===== config.mk =====
export PLATFORM = sky130hd
export DESIGN_NAME = time_slot_task_scheduler
export DESIGN_NICKNAME = d
export VERILOG_FILES = /design/src/rtl/tsts_pkg.sv /design/src/rtl/tsts_ram.sv /design/src/rtl/tsts_out_reg.sv /design/src/rtl/tsts_ctrl.sv /design/src/rtl/time_slot_task_scheduler.sv
export SDC_FILE = /design/constraint.sdc
export NUM_CORES = 1
export LEC_CHECK = 0
export ABC_AREA = 1
export BUFFER_PORTS_ARGS = -buffer_cell sky130_fd_sc_hd__buf_2
export CAP_MARGIN = 20
export CORE_ASPECT_RATIO = 0.6
export CORE_MARGIN = 2
export CORE_UTILIZATION = 30
export DETAILED_ROUTE_END_ITERATION = 6
export RECOVER_POWER = 25
export SYNTH_ARGS = -nofsm -noshare
export SYNTH_HDL_FRONTEND = slang
export SYNTH_HIERARCHICAL = 1
export SYNTH_SLANG_ARGS = --single-unit
export TNS_END_PERCENT = 1

===== constraint.sdc =====
create_clock -name clk_i -period 8.61 [get_ports clk_i]
set_clock_uncertainty 0.2 [all_clocks]
set_input_delay 1.722 -clock clk_i [delete_from_list [all_inputs] [get_ports clk_i]]
set_output_delay 1.722 -clock clk_i [all_outputs]
set_load 0.05 [all_outputs]

===== src/rtl/tsts_pkg.sv =====
// Package for the time-slot task scheduler: word types, action codes and defaults.
// Used by tsts_ctrl, tsts_out_reg, the top level and the checker; depends on nothing.
package tsts_pkg;

  localparam int TSTS_TABLE_DEPTH  = 64;
  localparam int TSTS_TASK_ID_BITS = 8;

  localparam logic [1:0] ACT_WRITE = 2'd0;
  localparam logic [1:0] ACT_TICK  = 2'd1;
  localparam logic [1:0] ACT_FETCH = 2'd2;
  localparam logic [1:0] ACT_NONE  = 2'd3;

  typedef struct packed {
    logic [1:0] action;
    logic [5:0] entry_index;
    logic [7:0] entry_task;
  } tsts_in_t;

  typedef struct packed {
    logic        task_valid;
    logic [7:0]  task_id;
    logic [5:0]  slot_start;
    logic [47:0] tick_count;
  } tsts_out_t;

endpackage


===== src/rtl/tsts_ram.sv =====
// Generic single-port-write, single-port-read RAM with a registered read.
// Depends on nothing.
module tsts_ram #(
  parameter int WIDTH = 8,
  parameter int DEPTH = 64,
  localparam int ADDR_W = $clog2(DEPTH)
) (
  input  logic              clk_i,
  input  logic              wr_en_i,
  input  logic [ADDR_W-1:0] wr_addr_i,
  input  logic [WIDTH-1:0]  wr_data_i,
  input  logic              rd_en_i,
  input  logic [ADDR_W-1:0] rd_addr_i,
  output logic [WIDTH-1:0]  rd_data_o
);

  logic [WIDTH-1:0] mem_q [DEPTH];
  logic [WIDTH-1:0] rd_data_q;

  always_ff @(posedge clk_i) begin
    if (wr_en_i) begin
      mem_q[wr_addr_i] <= wr_data_i;
    end
    if (rd_en_i) begin
      rd_data_q <= mem_q[rd_addr_i];
    end
  end

  assign rd_data_o = rd_data_q;

endmodule


===== src/rtl/tsts_out_reg.sv =====
// Output register that holds one result word until the consumer takes it.
// Depends on tsts_pkg for the result word type.
module tsts_out_reg
  import tsts_pkg::*;
(
  input  logic      clk_i,
  input  logic      rst_ni,
  input  logic      push_i,
  input  tsts_out_t word_i,
  output logic      ready_o,
  output logic      out_valid_o,
  input  logic      out_stall_i,
  output tsts_out_t out_word_o
);

  logic      valid_q;
  logic      valid_d;
  tsts_out_t word_q;

  assign ready_o = !valid_q || !out_stall_i;
  assign valid_d = push_i ? 1'b1 : (valid_q && out_stall_i);

  always_ff @(posedge clk_i or negedge rst_ni) begin
    if (!rst_ni) begin
      valid_q <= 1'b0;
    end else begin
      valid_q <= valid_d;
    end
  end

  always_ff @(posedge clk_i) begin
    if (push_i && ready_o) begin
      word_q <= word_i;
    end
  end

  assign out_valid_o = valid_q;
  assign out_word_o  = word_q;

endmodule


===== src/rtl/tsts_ctrl.sv =====
// Sequencer of the scheduler: decodes each input word, keeps the slot state and
// walks the task table RAM one entry per cycle. Depends on tsts_pkg.
module tsts_ctrl
  import tsts_pkg::*;
#(
  parameter int TABLE_DEPTH  = TSTS_TABLE_DEPTH,
  parameter int TASK_ID_BITS = TSTS_TASK_ID_BITS,
  localparam int IDX_W = $clog2(TABLE_DEPTH),
  localparam int POS_W = IDX_W + 1
) (
  input  logic                    clk_i,
  input  logic                    rst_ni,
  input  logic                    in_valid_i,
  output logic                    in_stall_o,
  input  tsts_in_t                in_word_i,
  input  logic [15:0]             slot_len_i,
  output logic                    rd_en_o,
  output logic [IDX_W-1:0]        rd_addr_o,
  input  logic [TASK_ID_BITS-1:0] rd_data_i,
  output logic                    wr_en_o,
  output logic [IDX_W-1:0]        wr_addr_o,
  output logic [TASK_ID_BITS-1:0] wr_data_o,
  output logic                    res_valid_o,
  output tsts_out_t               res_word_o,
  input  logic                    res_ready_i
);

  localparam logic [2:0] S_IDLE  = 3'd0;
  localparam logic [2:0] S_FETCH = 3'd1;
  localparam logic [2:0] S_WALK  = 3'd2;
  localparam logic [2:0] S_CHECK = 3'd3;
  localparam logic [2:0] S_DONE  = 3'd4;

  localparam logic [POS_W-1:0] DEPTH_P = POS_W'(TABLE_DEPTH);

  logic [2:0]       state_q, state_d;
  logic [15:0]      div_cnt_q, div_cnt_d;
  logic             started_q, started_d;
  logic [IDX_W-1:0] cur_slot_q, cur_slot_d;
  logic             saved_valid_q, saved_valid_d;
  logic [IDX_W-1:0] saved_slot_q, saved_slot_d;
  logic             next_valid_q, next_valid_d;
  logic [POS_W-1:0] next_pos_q, next_pos_d;
  logic [47:0]      ticks_q, ticks_d;
  logic [POS_W-1:0] walk_pos_q, walk_pos_d;
  logic             hit_q, hit_d;
  logic             task_valid_q, task_valid_d;
  logic [7:0]       task_id_q, task_id_d;

  logic [POS_W-1:0] fetch_pos;
  logic [POS_W-1:0] walk_nxt;
  logic [15:0]      limit;
  logic             rd_nz;
  logic             same_slot;

  assign same_slot = saved_valid_q && (saved_slot_q == cur_slot_q);
  assign walk_nxt  = walk_pos_q + POS_W'(1);
  assign limit     = (slot_len_i == 16'd0) ? 16'd0 : slot_len_i - 16'd1;
  assign rd_nz     = (rd_data_i != '0);

  always_comb begin
    state_d       = state_q;
    div_cnt_d     = div_cnt_q;
    started_d     = started_q;
    cur_slot_d    = cur_slot_q;
    saved_valid_d = saved_valid_q;
    saved_slot_d  = saved_slot_q;
    next_valid_d  = next_valid_q;
    next_pos_d    = next_pos_q;
    ticks_d       = ticks_q;
    walk_pos_d    = walk_pos_q;
    hit_d         = hit_q;
    task_valid_d  = task_valid_q;
    task_id_d     = task_id_q;
    rd_en_o       = 1'b0;
    rd_addr_o     = '0;
    wr_en_o       = 1'b0;
    wr_addr_o     = IDX_W'(in_word_i.entry_index);
    wr_data_o     = TASK_ID_BITS'(in_word_i.entry_task);
    fetch_pos     = same_slot ? next_pos_q : {1'b0, cur_slot_q};

    unique case (state_q)
      S_IDLE: begin
        if (in_valid_i) begin
          task_valid_d = 1'b0;
          task_id_d    = 8'd0;
          state_d      = S_DONE;
          unique case (in_word_i.action)
            ACT_WRITE: begin
              wr_en_o = (int'(in_word_i.entry_index) < TABLE_DEPTH);
            end
            ACT_TICK: begin
              ticks_d = ticks_q + 48'd1;
              if (div_cnt_q >= limit) begin
                if (next_valid_q && (next_pos_q < DEPTH_P)) begin
                  rd_en_o    = 1'b1;
                  rd_addr_o  = next_pos_q[IDX_W-1:0];
                  walk_pos_d = next_pos_q;
                  state_d    = S_WALK;
                end else begin
                  cur_slot_d = '0;
                  started_d  = 1'b1;
                  div_cnt_d  = 16'd0;
                end
              end else begin
                div_cnt_d = div_cnt_q + 16'd1;
              end
            end
            ACT_FETCH: begin
              if (started_q) begin
                if (!same_slot) begin
                  saved_valid_d = 1'b1;
                  saved_slot_d  = cur_slot_q;
                  next_pos_d    = {1'b0, cur_slot_q};
                  next_valid_d  = 1'b1;
                end
                hit_d     = (fetch_pos < DEPTH_P);
                rd_en_o   = (fetch_pos < DEPTH_P);
                rd_addr_o = fetch_pos[IDX_W-1:0];
                state_d   = S_FETCH;
              end
            end
            ACT_NONE: begin
              state_d = S_DONE;
            end
            default: begin
              state_d = S_DONE;
            end
          endcase
        end
      end
      S_FETCH: begin
        if (hit_q && rd_nz) begin
          task_valid_d = 1'b1;
          task_id_d    = 8'(rd_data_i);
          next_pos_d   = next_pos_q + POS_W'(1);
        end
        state_d = S_DONE;
      end
      S_WALK: begin
        if (walk_nxt >= DEPTH_P) begin
          cur_slot_d = '0;
          started_d  = 1'b1;
          div_cnt_d  = 16'd0;
          state_d    = S_DONE;
        end else begin
          rd_en_o    = 1'b1;
          rd_addr_o  = walk_nxt[IDX_W-1:0];
          walk_pos_d = walk_nxt;
          state_d    = rd_nz ? S_WALK : S_CHECK;
        end
      end
      S_CHECK: begin
        cur_slot_d = rd_nz ? walk_pos_q[IDX_W-1:0] : '0;
        started_d  = 1'b1;
        div_cnt_d  = 16'd0;
        state_d    = S_DONE;
      end
      S_DONE: begin
        if (res_ready_i) begin
          state_d = S_IDLE;
        end
      end
      default: begin
        state_d = S_IDLE;
      end
    endcase
  end

  always_ff @(posedge clk_i or negedge rst_ni) begin
    if (!rst_ni) begin
      state_q       <= S_IDLE;
      div_cnt_q     <= 16'd0;
      started_q     <= 1'b0;
      cur_slot_q    <= '0;
      saved_valid_q <= 1'b0;
      saved_slot_q  <= '0;
      next_valid_q  <= 1'b0;
      next_pos_q    <= '0;
      ticks_q       <= 48'd0;
      walk_pos_q    <= '0;
      hit_q         <= 1'b0;
      task_valid_q  <= 1'b0;
      task_id_q     <= 8'd0;
    end else begin
      state_q       <= state_d;
      div_cnt_q     <= div_cnt_d;
      started_q     <= started_d;
      cur_slot_q    <= cur_slot_d;
      saved_valid_q <= saved_valid_d;
      saved_slot_q  <= saved_slot_d;
      next_valid_q  <= next_valid_d;
      next_pos_q    <= next_pos_d;
      ticks_q       <= ticks_d;
      walk_pos_q    <= walk_pos_d;
      hit_q         <= hit_d;
      task_valid_q  <= task_valid_d;
      task_id_q     <= task_id_d;
    end
  end

  assign in_stall_o = (state_q != S_IDLE);
  assign res_valid_o = (state_q == S_DONE);
  assign res_word_o = '{
    task_valid: task_valid_q,
    task_id:    task_id_q,
    slot_start: 6'(cur_slot_q),
    tick_count: ticks_q
  };

endmodule


===== src/rtl/time_slot_task_scheduler.sv =====
// Top level of the time-slot task scheduler: config register, sequencer, table RAM
// and output register. Depends on tsts_pkg, tsts_ctrl, tsts_ram and tsts_out_reg.
//
// The block takes one input word at a time and returns exactly one result word for
// each. A write, a no-op, a tick without slot expiry or a fetch before the first slot
// goes from the idle state straight to the done state; a fetch passes through the
// fetch state, which takes the table entry. A tick that expires the slot walks the
// task table through the single read port of the table RAM, one entry per cycle,
// from the last fetch position through the delimiter that ends its slot and then
// through the check state, or until the walk runs to the end of the table. The done
// state holds while the output register is full and stalled. The result sits in an
// output register, so the next word is accepted while one result is stalled. A new
// slot length may be written at any time the block is idle.
module time_slot_task_scheduler
  import tsts_pkg::*;
#(
  parameter int TABLE_DEPTH  = TSTS_TABLE_DEPTH,
  parameter int TASK_ID_BITS = TSTS_TASK_ID_BITS
) (
  input  logic        clk_i,
  input  logic        rst_ni,
  input  logic        in_valid_i,
  output logic        in_stall_o,
  input  tsts_in_t    in_word_i,
  output logic        out_valid_o,
  input  logic        out_stall_i,
  output tsts_out_t   out_word_o,
  input  logic        cfg_valid_i,
  output logic        cfg_ready_o,
  input  logic [15:0] cfg_data_i
);

  localparam int IDX_W = $clog2(TABLE_DEPTH);

  logic [15:0]             slot_len_q;
  logic                    rd_en;
  logic [IDX_W-1:0]        rd_addr;
  logic [TASK_ID_BITS-1:0] rd_data;
  logic                    wr_en;
  logic [IDX_W-1:0]        wr_addr;
  logic [TASK_ID_BITS-1:0] wr_data;
  logic                    res_valid;
  logic                    res_ready;
  tsts_out_t               res_word;

  assign cfg_ready_o = 1'b1;

  always_ff @(posedge clk_i or negedge rst_ni) begin
    if (!rst_ni) begin
      slot_len_q <= 16'd1;
    end else if (cfg_valid_i && cfg_ready_o) begin
      slot_len_q <= cfg_data_i;
    end
  end

  tsts_ctrl #(
    .TABLE_DEPTH  (TABLE_DEPTH),
    .TASK_ID_BITS (TASK_ID_BITS)
  ) u_ctrl (
    .clk_i          (clk_i),
    .rst_ni         (rst_ni),
    .in_valid_i     (in_valid_i),
    .in_stall_o     (in_stall_o),
    .in_word_i      (in_word_i),
    .slot_len_i     (slot_len_q),
    .rd_en_o        (rd_en),
    .rd_addr_o      (rd_addr),
    .rd_data_i      (rd_data),
    .wr_en_o        (wr_en),
    .wr_addr_o      (wr_addr),
    .wr_data_o      (wr_data),
    .res_valid_o    (res_valid),
    .res_word_o     (res_word),
    .res_ready_i    (res_ready)
  );

  tsts_ram #(
    .WIDTH (TASK_ID_BITS),
    .DEPTH (TABLE_DEPTH)
  ) u_table (
    .clk_i     (clk_i),
    .wr_en_i   (wr_en),
    .wr_addr_i (wr_addr),
    .wr_data_i (wr_data),
    .rd_en_i   (rd_en),
    .rd_addr_i (rd_addr),
    .rd_data_o (rd_data)
  );

  tsts_out_reg u_out (
    .clk_i       (clk_i),
    .rst_ni      (rst_ni),
    .push_i      (res_valid),
    .word_i      (res_word),
    .ready_o     (res_ready),
    .out_valid_o (out_valid_o),
    .out_stall_i (out_stall_i),
    .out_word_o  (out_word_o)
  );

endmodule


==> metrics, run 1 <==
status finished with violations; failing checks max-capacitance violations, max-slew violations; most common cell in the netlist nand2_1; RePlAce Congestion about 0.9; top post-synthesis cells by count nand2_1, edfxtp_1, nand3_1; Initial Utilization 0.303; H-tree lvl count 3; max incr delay on CP approximately 640 ps; DIE AREA about 110000 um^2; Core Footprint a little over 100000 um^2; vias per cell just under 5; final setup fails 0; Final min period approximately 6900 ps; Yosys cell types between 40 and 50; crit start category flip-flop; Worst EP arrival roughly 7100 ps; Filler Cells Inserted 10300; CTS tree built; P_leak roughly 13 nW; first-pass GRT wire length 128 mm; Total GRT Usage 0.158; Seq/Total Area, Yosys 0.659; Routed WL approximately 86 mm; dominant cell type by area after synthesis edfxtp_1; hold_buf cts 0; Post-CTS Setup Bufs 0; antenna-violating nets left 0; # DRC 0; Async S/R FF share, synth 0.173; worst skew pair latency about 640 ps; RSZ-0062 raised after global routing false; area grow syn2layout 12.6%; final core occ 0.341; TNS Setup 0 ps; root buf cell clkbuf_16; largest net degree at the start of global routing 169; Cell Area, Placed ~33000 um^2; vias in the first global route between 20000 and 25000; worst min path class flip-flop to flip-flop; nets 3104; Final Max Tran Viols 579; Die Y-Extent 254 um; number of synthesized flops with an enable pin 583; top post-synthesis cells by area edfxtp_1, nand2_1, dfrtp_1; I/O Pins 103; Die W approximately 420 um; Routed WL per cell ~19 um; dominant synthesized flop cell edfxtp_1; Mapped Avg Cell Area ~10 um^2; required time of the critical path around 8800 ps; Synth Instances between 2000 and 3000; grt total ovfl 0; post-cts sizing count 0; CTS Buffer Depth 3; CP bufs+invs 2; PD cells between 200 and 250 nW/um^2; cts bufs inserted 71; hpwl dp about 54 mm; layout cells sized above 1 0.0836; WS Path Type flip-flop to flip-flop; Max Freq approximately 150 MHz; Initial DRC Count approximately 2800; Ys Warns 6; Worst-Margin Slew between 3000 and 4000 ps; # rows 91; final period utilization 0.797; worst vdd rail ir drop around 0.17 mV; PortBufs a little over 100; CTS Sinks 705; max_cap viols 9; synthesized flop and latch total ~710; top-area cell type share of the netlist area 0.561; Final Hold Fails 0; CP Max Fanout 168; post-layout instance area around 35000 um^2; mapped cell area 31200 um^2; Critical Path Sink Type flip-flop; Reg clk slew, reported paths ~60 ps; cell with the largest stage delay on the worst path nand4_1; DR vias 21900; crit-path most repeated cell nand2_1; DRT Pass-1 Iters 6; syn_nets 3044; Crit path max-delay family simple AND/OR/NAND/NOR gates; max_slew headroom -1.45; initial antenna violation count 4
state kept, by name (all words and copies together), names as in the netlist:
register             cells
u_table/rd_data_o        8
u_ctrl/saved_slot_q      6
u_out/out_valid_o        1
u_ctrl/next_pos_q        7
u_ctrl/ticks_q          48
u_ctrl/hit_q             1
u_ctrl/div_cnt_q        16
u_ctrl/walk_pos_q        7
u_out/out_word_o        63
u_ctrl/task_id_q         8
u_ctrl/task_valid_q      1
u_ctrl/next_valid_q      1
slot_len_q              16
u_ctrl/cur_slot_q        6
u_ctrl/state_q           3
u_ctrl/started_q         1
u_table/mem_q          512
power breakdown:
group          total [mW]  internal [mW]  switching (mW)
clock network        3.15           1.77            1.37
logic                1.44          0.342            1.09
registers            4.14           3.95           0.187
kinds of logic (layout without fill, tap and decap cells):
logic type / after synthesis / in the layout / synth area share
xor gates and xnor gates: 67 / 67 / 0.0188
buffers and inverters: 282 / 399 / 0.0476
DFF: 705 / 705 / 0.659
other: 1 / 4 / 0.000120
muxes: 1 / 1 / 0.000361
adders and majority gates: 25 / 25 / 0.0100
and+or+nand+nor: 1788 / 1788 / 0.245
AOI/OAI and AO/OA: 113 / 113 / 0.0188
layout by cell type (no fill, tap or decap), types with 7 or more instances in the layout:
master and instances:
a21oi_1 20, nor4_1 7, ha_1 25, xor2_1 52, nor3_1 45, nand2_2 9, dfrtp_1 121, xnor2_1 15
inv_1 132, nand2_1 1009, buf_4 15, clkbuf_16 72, clkinv_1 15, clkbuf_1 28, nor2_1 175, edfxtp_1 583
nand3_1 494, buf_2 97, nand4_1 23, o21ai_0 78
cell type report:
type | count | area [um^2] | share of cell area
Clock buffer | 91 | 1900 | 0.0542
Timing Repair Buffer | 128 | 722 | 0.0205
Tap cell | 1395 | 1750 | 0.0497
Sequential cell | 705 | 20600 | 0.585
Multi-Input combinational cell | 1995 | 9210 | 0.262
Inverter | 141 | 546 | 0.0155
Antenna cell | 3 | 7.51 | 0.000214
Clock inverter | 39 | 445 | 0.0127
worst register-to-register path, delay by kind of cell (launching register included):
kind                       cells  cell delay (ps)
and+or+nand+nor               24             4310
buffers and inverters          2             1160
adders and majority gates      1              270
AOI/OAI and AO/OA              1              280
DFF                            1              410
path summary, 6_finish.rpt:
check	from	end	slack (ps)	cells after the start
min reg2reg	u_ctrl/task_id_q[1]	u_out/out_word_o[55]	250	0
max in group asynchronous	rst_ni	u_ctrl/div_cnt_q[10]	3970	2
max reg2reg	slot_len_q[9]	u_table/rd_data_o[6]	1740	28
min in group asynchronous	rst_ni	u_ctrl/ticks_q[26]	1980	1
min	u_ctrl/task_id_q[1]	u_out/out_word_o[55]	250	0
max	slot_len_q[9]	u_table/rd_data_o[6]	1740	28
per-stage QoR:
step | setup slack [ps] | total power, mW | instances | hold WS (ps)
after floorplan | 3180 | 5.20 | 2982 | 219
after global placement | 1760 | 5.62 | 4361 | 233
after detailed placement | 1940 | 5.63 | 4363 | 235
after CTS | 1940 | 8.78 | 4493 | 253
after global routing | 1230 | 9.09 | 4497 | 260
final | 1740 | 8.73 | 4497 | 246
metal layers:
| layer | wire (um) | vias up | global-route usage | part of all wire |
|---|---|---|---|---|
| met5 | 0 | - | 0 | 0 |
| met1 | 41500 | 10600 | 0.252 | 0.48 |
| met3 | 9760 | 121 | 0.0512 | 0.11 |
| met4 | 1890 | 0 | 0.0459 | 0.022 |
| met2 | 32800 | 939 | 0.197 | 0.38 |
| li1 | - | 10300 | - | - |
Note: power is estimated with default switching activity, not from simulation.
==> run 2, diff against run 1 <==
- ABC_AREA: 1 -> 0
- clock period: 8.61 -> 6.7 ns (I/O delays scaled with it)
==> metrics, run 2 <==
status finished with violations (unchanged); crit start category flip-flop (unchanged); grt total ovfl 0 (unchanged); Async S/R FF share, synth 0.173 (unchanged); Mapped Avg Cell Area 16.4 um^2 (was 10.5 um^2); DRT Pass-1 Iters 5 (was 6); most common cell after layout, fill and taps aside edfxtp_1 (was nand2_1); PD cells 309 nW/um^2 (was 248 nW/um^2); Final Hold Fails 0 (unchanged); hpwl dp 50.1 mm (was 54.4 mm); worst hold margin 257 ps (was 246 ps); Final min period 6350 ps (was 6870 ps); placed insts 3128 (was 4363); I/O Pins 103 (unchanged); post-layout instance area 33400 um^2 (was 35100 um^2); cts bufs inserted 69 (was 71); RePlAce Congestion 0.880 (was 0.918); top post-synthesis cells by count edfxtp_1, nor2_1, nand2_1 (was nand2_1, edfxtp_1, nand3_1); Ys Warns 6 (unchanged); hold_buf cts 0 (unchanged); Routed WL 75.8 mm (was 85.9 mm); dominant cell type by area after synthesis edfxtp_1 (unchanged); Initial Utilization 0.303 (about the same); failing checks max-capacitance violations, max-slew violations (unchanged); CTS tree built (unchanged); WS Path Type flip-flop to flip-flop (unchanged); CTS Buffer Depth 3 (unchanged); Max Freq 157 MHz (was 146 MHz); H-tree lvl count 3 (unchanged); Critical Path Sink Type flip-flop (unchanged); DIE AREA 99900 um^2 (was 107000 um^2); first-pass GRT wire length 110 mm (was 128 mm); # DRC 0 (unchanged); Core Footprint 96200 um^2 (was 103000 um^2); Total GRT Usage 0.148 (was 0.158); required time of the critical path 6860 ps (was 8800 ps); CP Max Fanout 20 (was 168); Non-Filler Instances 3261 (was 4497); worst vdd rail ir drop 0.169 mV (was 0.166 mV); area grow syn2layout 14.5% (was 12.6%); cell with the largest stage delay on the worst path or4_4 (was nand4_1); Yosys cell types 81 (was 47); Routed WL per cell 23.2 um (was 19.1 um); antenna-violating nets left 0 (unchanged); crit-path most repeated cell nand3_1 (was nand2_1); Cell Area, Placed 31100 um^2 (was 32800 um^2); initial antenna violation count 0 (was 4); worst min path class flip-flop to flip-flop (unchanged); Reg clk slew, reported paths 60 ps (about the same); DR vias 16900 (was 21900); CTS Sinks 705 (unchanged); Die Y-Extent 246 um (was 254 um); synthesized flop and latch total 705 (unchanged); most frequent cells in the layout edfxtp_1, nor2_1, nand2_1 (was nand2_1, edfxtp_1, nand3_1); dominant synthesized flop cell edfxtp_1 (unchanged); most common cell in the netlist edfxtp_1 (was nand2_1); Synth Instances 1781 (was 2982); Die W 407 um (was 420 um); vias per cell 5.19 (was 4.87); largest net degree at the start of global routing 74 (was 169); RSZ-0062 raised after global routing false (unchanged); top post-synthesis cells by area edfxtp_1, dfrtp_1, mux4_2 (was edfxtp_1, nand2_1, dfrtp_1); Final Max Tran Viols 493 (was 579); mapped cell area 29200 um^2 (was 31200 um^2); max_slew headroom -1.63 (was -1.45); pre-CTS WS 240 ps (was 1940 ps); worst skew pair latency 620 ps (was 640 ps); # diodes 0 (was 3); Largest register FFs 512 (unchanged); TNS Setup 0 ps (unchanged); P_leak 11.1 nW (was 13.2 nW); Seq/Total Area, Yosys 0.704 (was 0.659); critical path, cell by cell or4_4 > or3_4 > or4_4 > nor2_1 > mux2i_1 > ha_1 > nand4_1 > nor3_1 > nand3b_1 > nand3_1 > nand3_1 > a21oi_4 > buf_4 > a221o_4 > buf_4 > mux4_2 > a22oi_1 > nand3_1 > a22o_1; vias in the first global route 16200 (was 20000); max incr delay on CP 550 ps (was 640 ps); setup ws final 348 ps (was 1740 ps); syn_nets 1843 (was 3044); top-area cell type share of the netlist area 0.600 (was 0.561); max_cap viols 8 (was 9); Initial DRC Count 2353 (was 2824); Worst-Margin Slew 3940 ps (was 3670 ps); # rows 88 (was 91); PortBufs 101 (unchanged); number of synthesized flops with an enable pin 583 (unchanged); nets 1964 (was 3104); final setup fails 0 (unchanged); layout cells sized above 1 0.212 (was 0.0836); final period utilization 0.948 (was 0.797); Largest Register u_table/mem_q (unchanged); Worst EP arrival 6520 ps (was 7050 ps); root buf cell clkbuf_16 (unchanged)
-- run 2: cell families after synthesis --
| logic type | after synthesis | synth area share |
|---|---|---|
| flip-flops | 705 | 0.704 |
| AND/OR/NAND/NOR | 491 | 0.0815 |
| AO/OA/AOI/OAI | 208 | 0.0473 |
| multiplexers | 172 | 0.115 |
| buffers and inverters | 111 | 0.0213 |
| XOR/XNOR | 68 | 0.0204 |
| adder cells (fa/ha/maj) | 25 | 0.0107 |
| other | 1 | 0.000128 |
-- run 2: worst paths after layout --
path	from	endpoint	slack [ps]	depth (start not counted)
worst max-delay path	slot_len_q[7]	u_table/rd_data_o[6]	350	19
worst min-delay path	u_ctrl/ticks_q[40]	u_out/out_word_o[40]	260	0
worst max register to register	slot_len_q[7]	u_table/rd_data_o[6]	350	19
worst min register to register	u_ctrl/ticks_q[40]	u_out/out_word_o[40]	260	0
max in group asynchronous	rst_ni	u_ctrl/ticks_q[44]	2090	2
min in group asynchronous	rst_ni	slot_len_q[3]	1890	1
-- run 2: power by group --
group          switching, mW  internal, mW  leakage, nW
Combinational          0.879         0.383         3.20
Sequential             0.200          4.95         6.84
Clock                   1.66          2.28         1.11
-- run 2: per-layer routing --
metal / GRT usage / up-vias / share of wire
li1: - / 7178 / -
met1: 0.235 / 8829 / 0.47
met2: 0.199 / 823 / 0.41
met3: 0.0389 / 94 / 0.10
met4: 0.0310 / 0 / 0.016
met5: 0 / - / 0
-- run 2: metrics by stage --
stage	util	power, mW
floorplan	-	6.05
global placement	0.323	6.44
detailed placement	0.324	6.48
CTS	0.347	10.4
global route	0.348	10.7
finish	0.348	10.3
-- run 2: what timing repair did --
item,CTS,global route
endpoints found under the hold margin,0,0
buffers inserted,0,0
resized for setup,0,4
setup endpoints to repair,0,4
-- run 2: layout make-up --
cell class	count	area (um^2)
inverter	16	60.1
clock inverter	41	423
clock buffer	84	1850
timing repair buffer	143	857
multi-input combinational	967	8070
tap	1305	1630
fill	9103	62800
sequential	705	20600
-- run 2: critical path: cells and delay by family, from the launching register on --
family / cells / cell delay (ps)
AO/OA/AOI/OAI: 4 / 1330
adder cells (fa/ha/maj): 1 / 310
buffers and inverters: 2 / 610
flip-flops: 1 / 430
multiplexers: 2 / 480
AND/OR/NAND/NOR: 10 / 2690
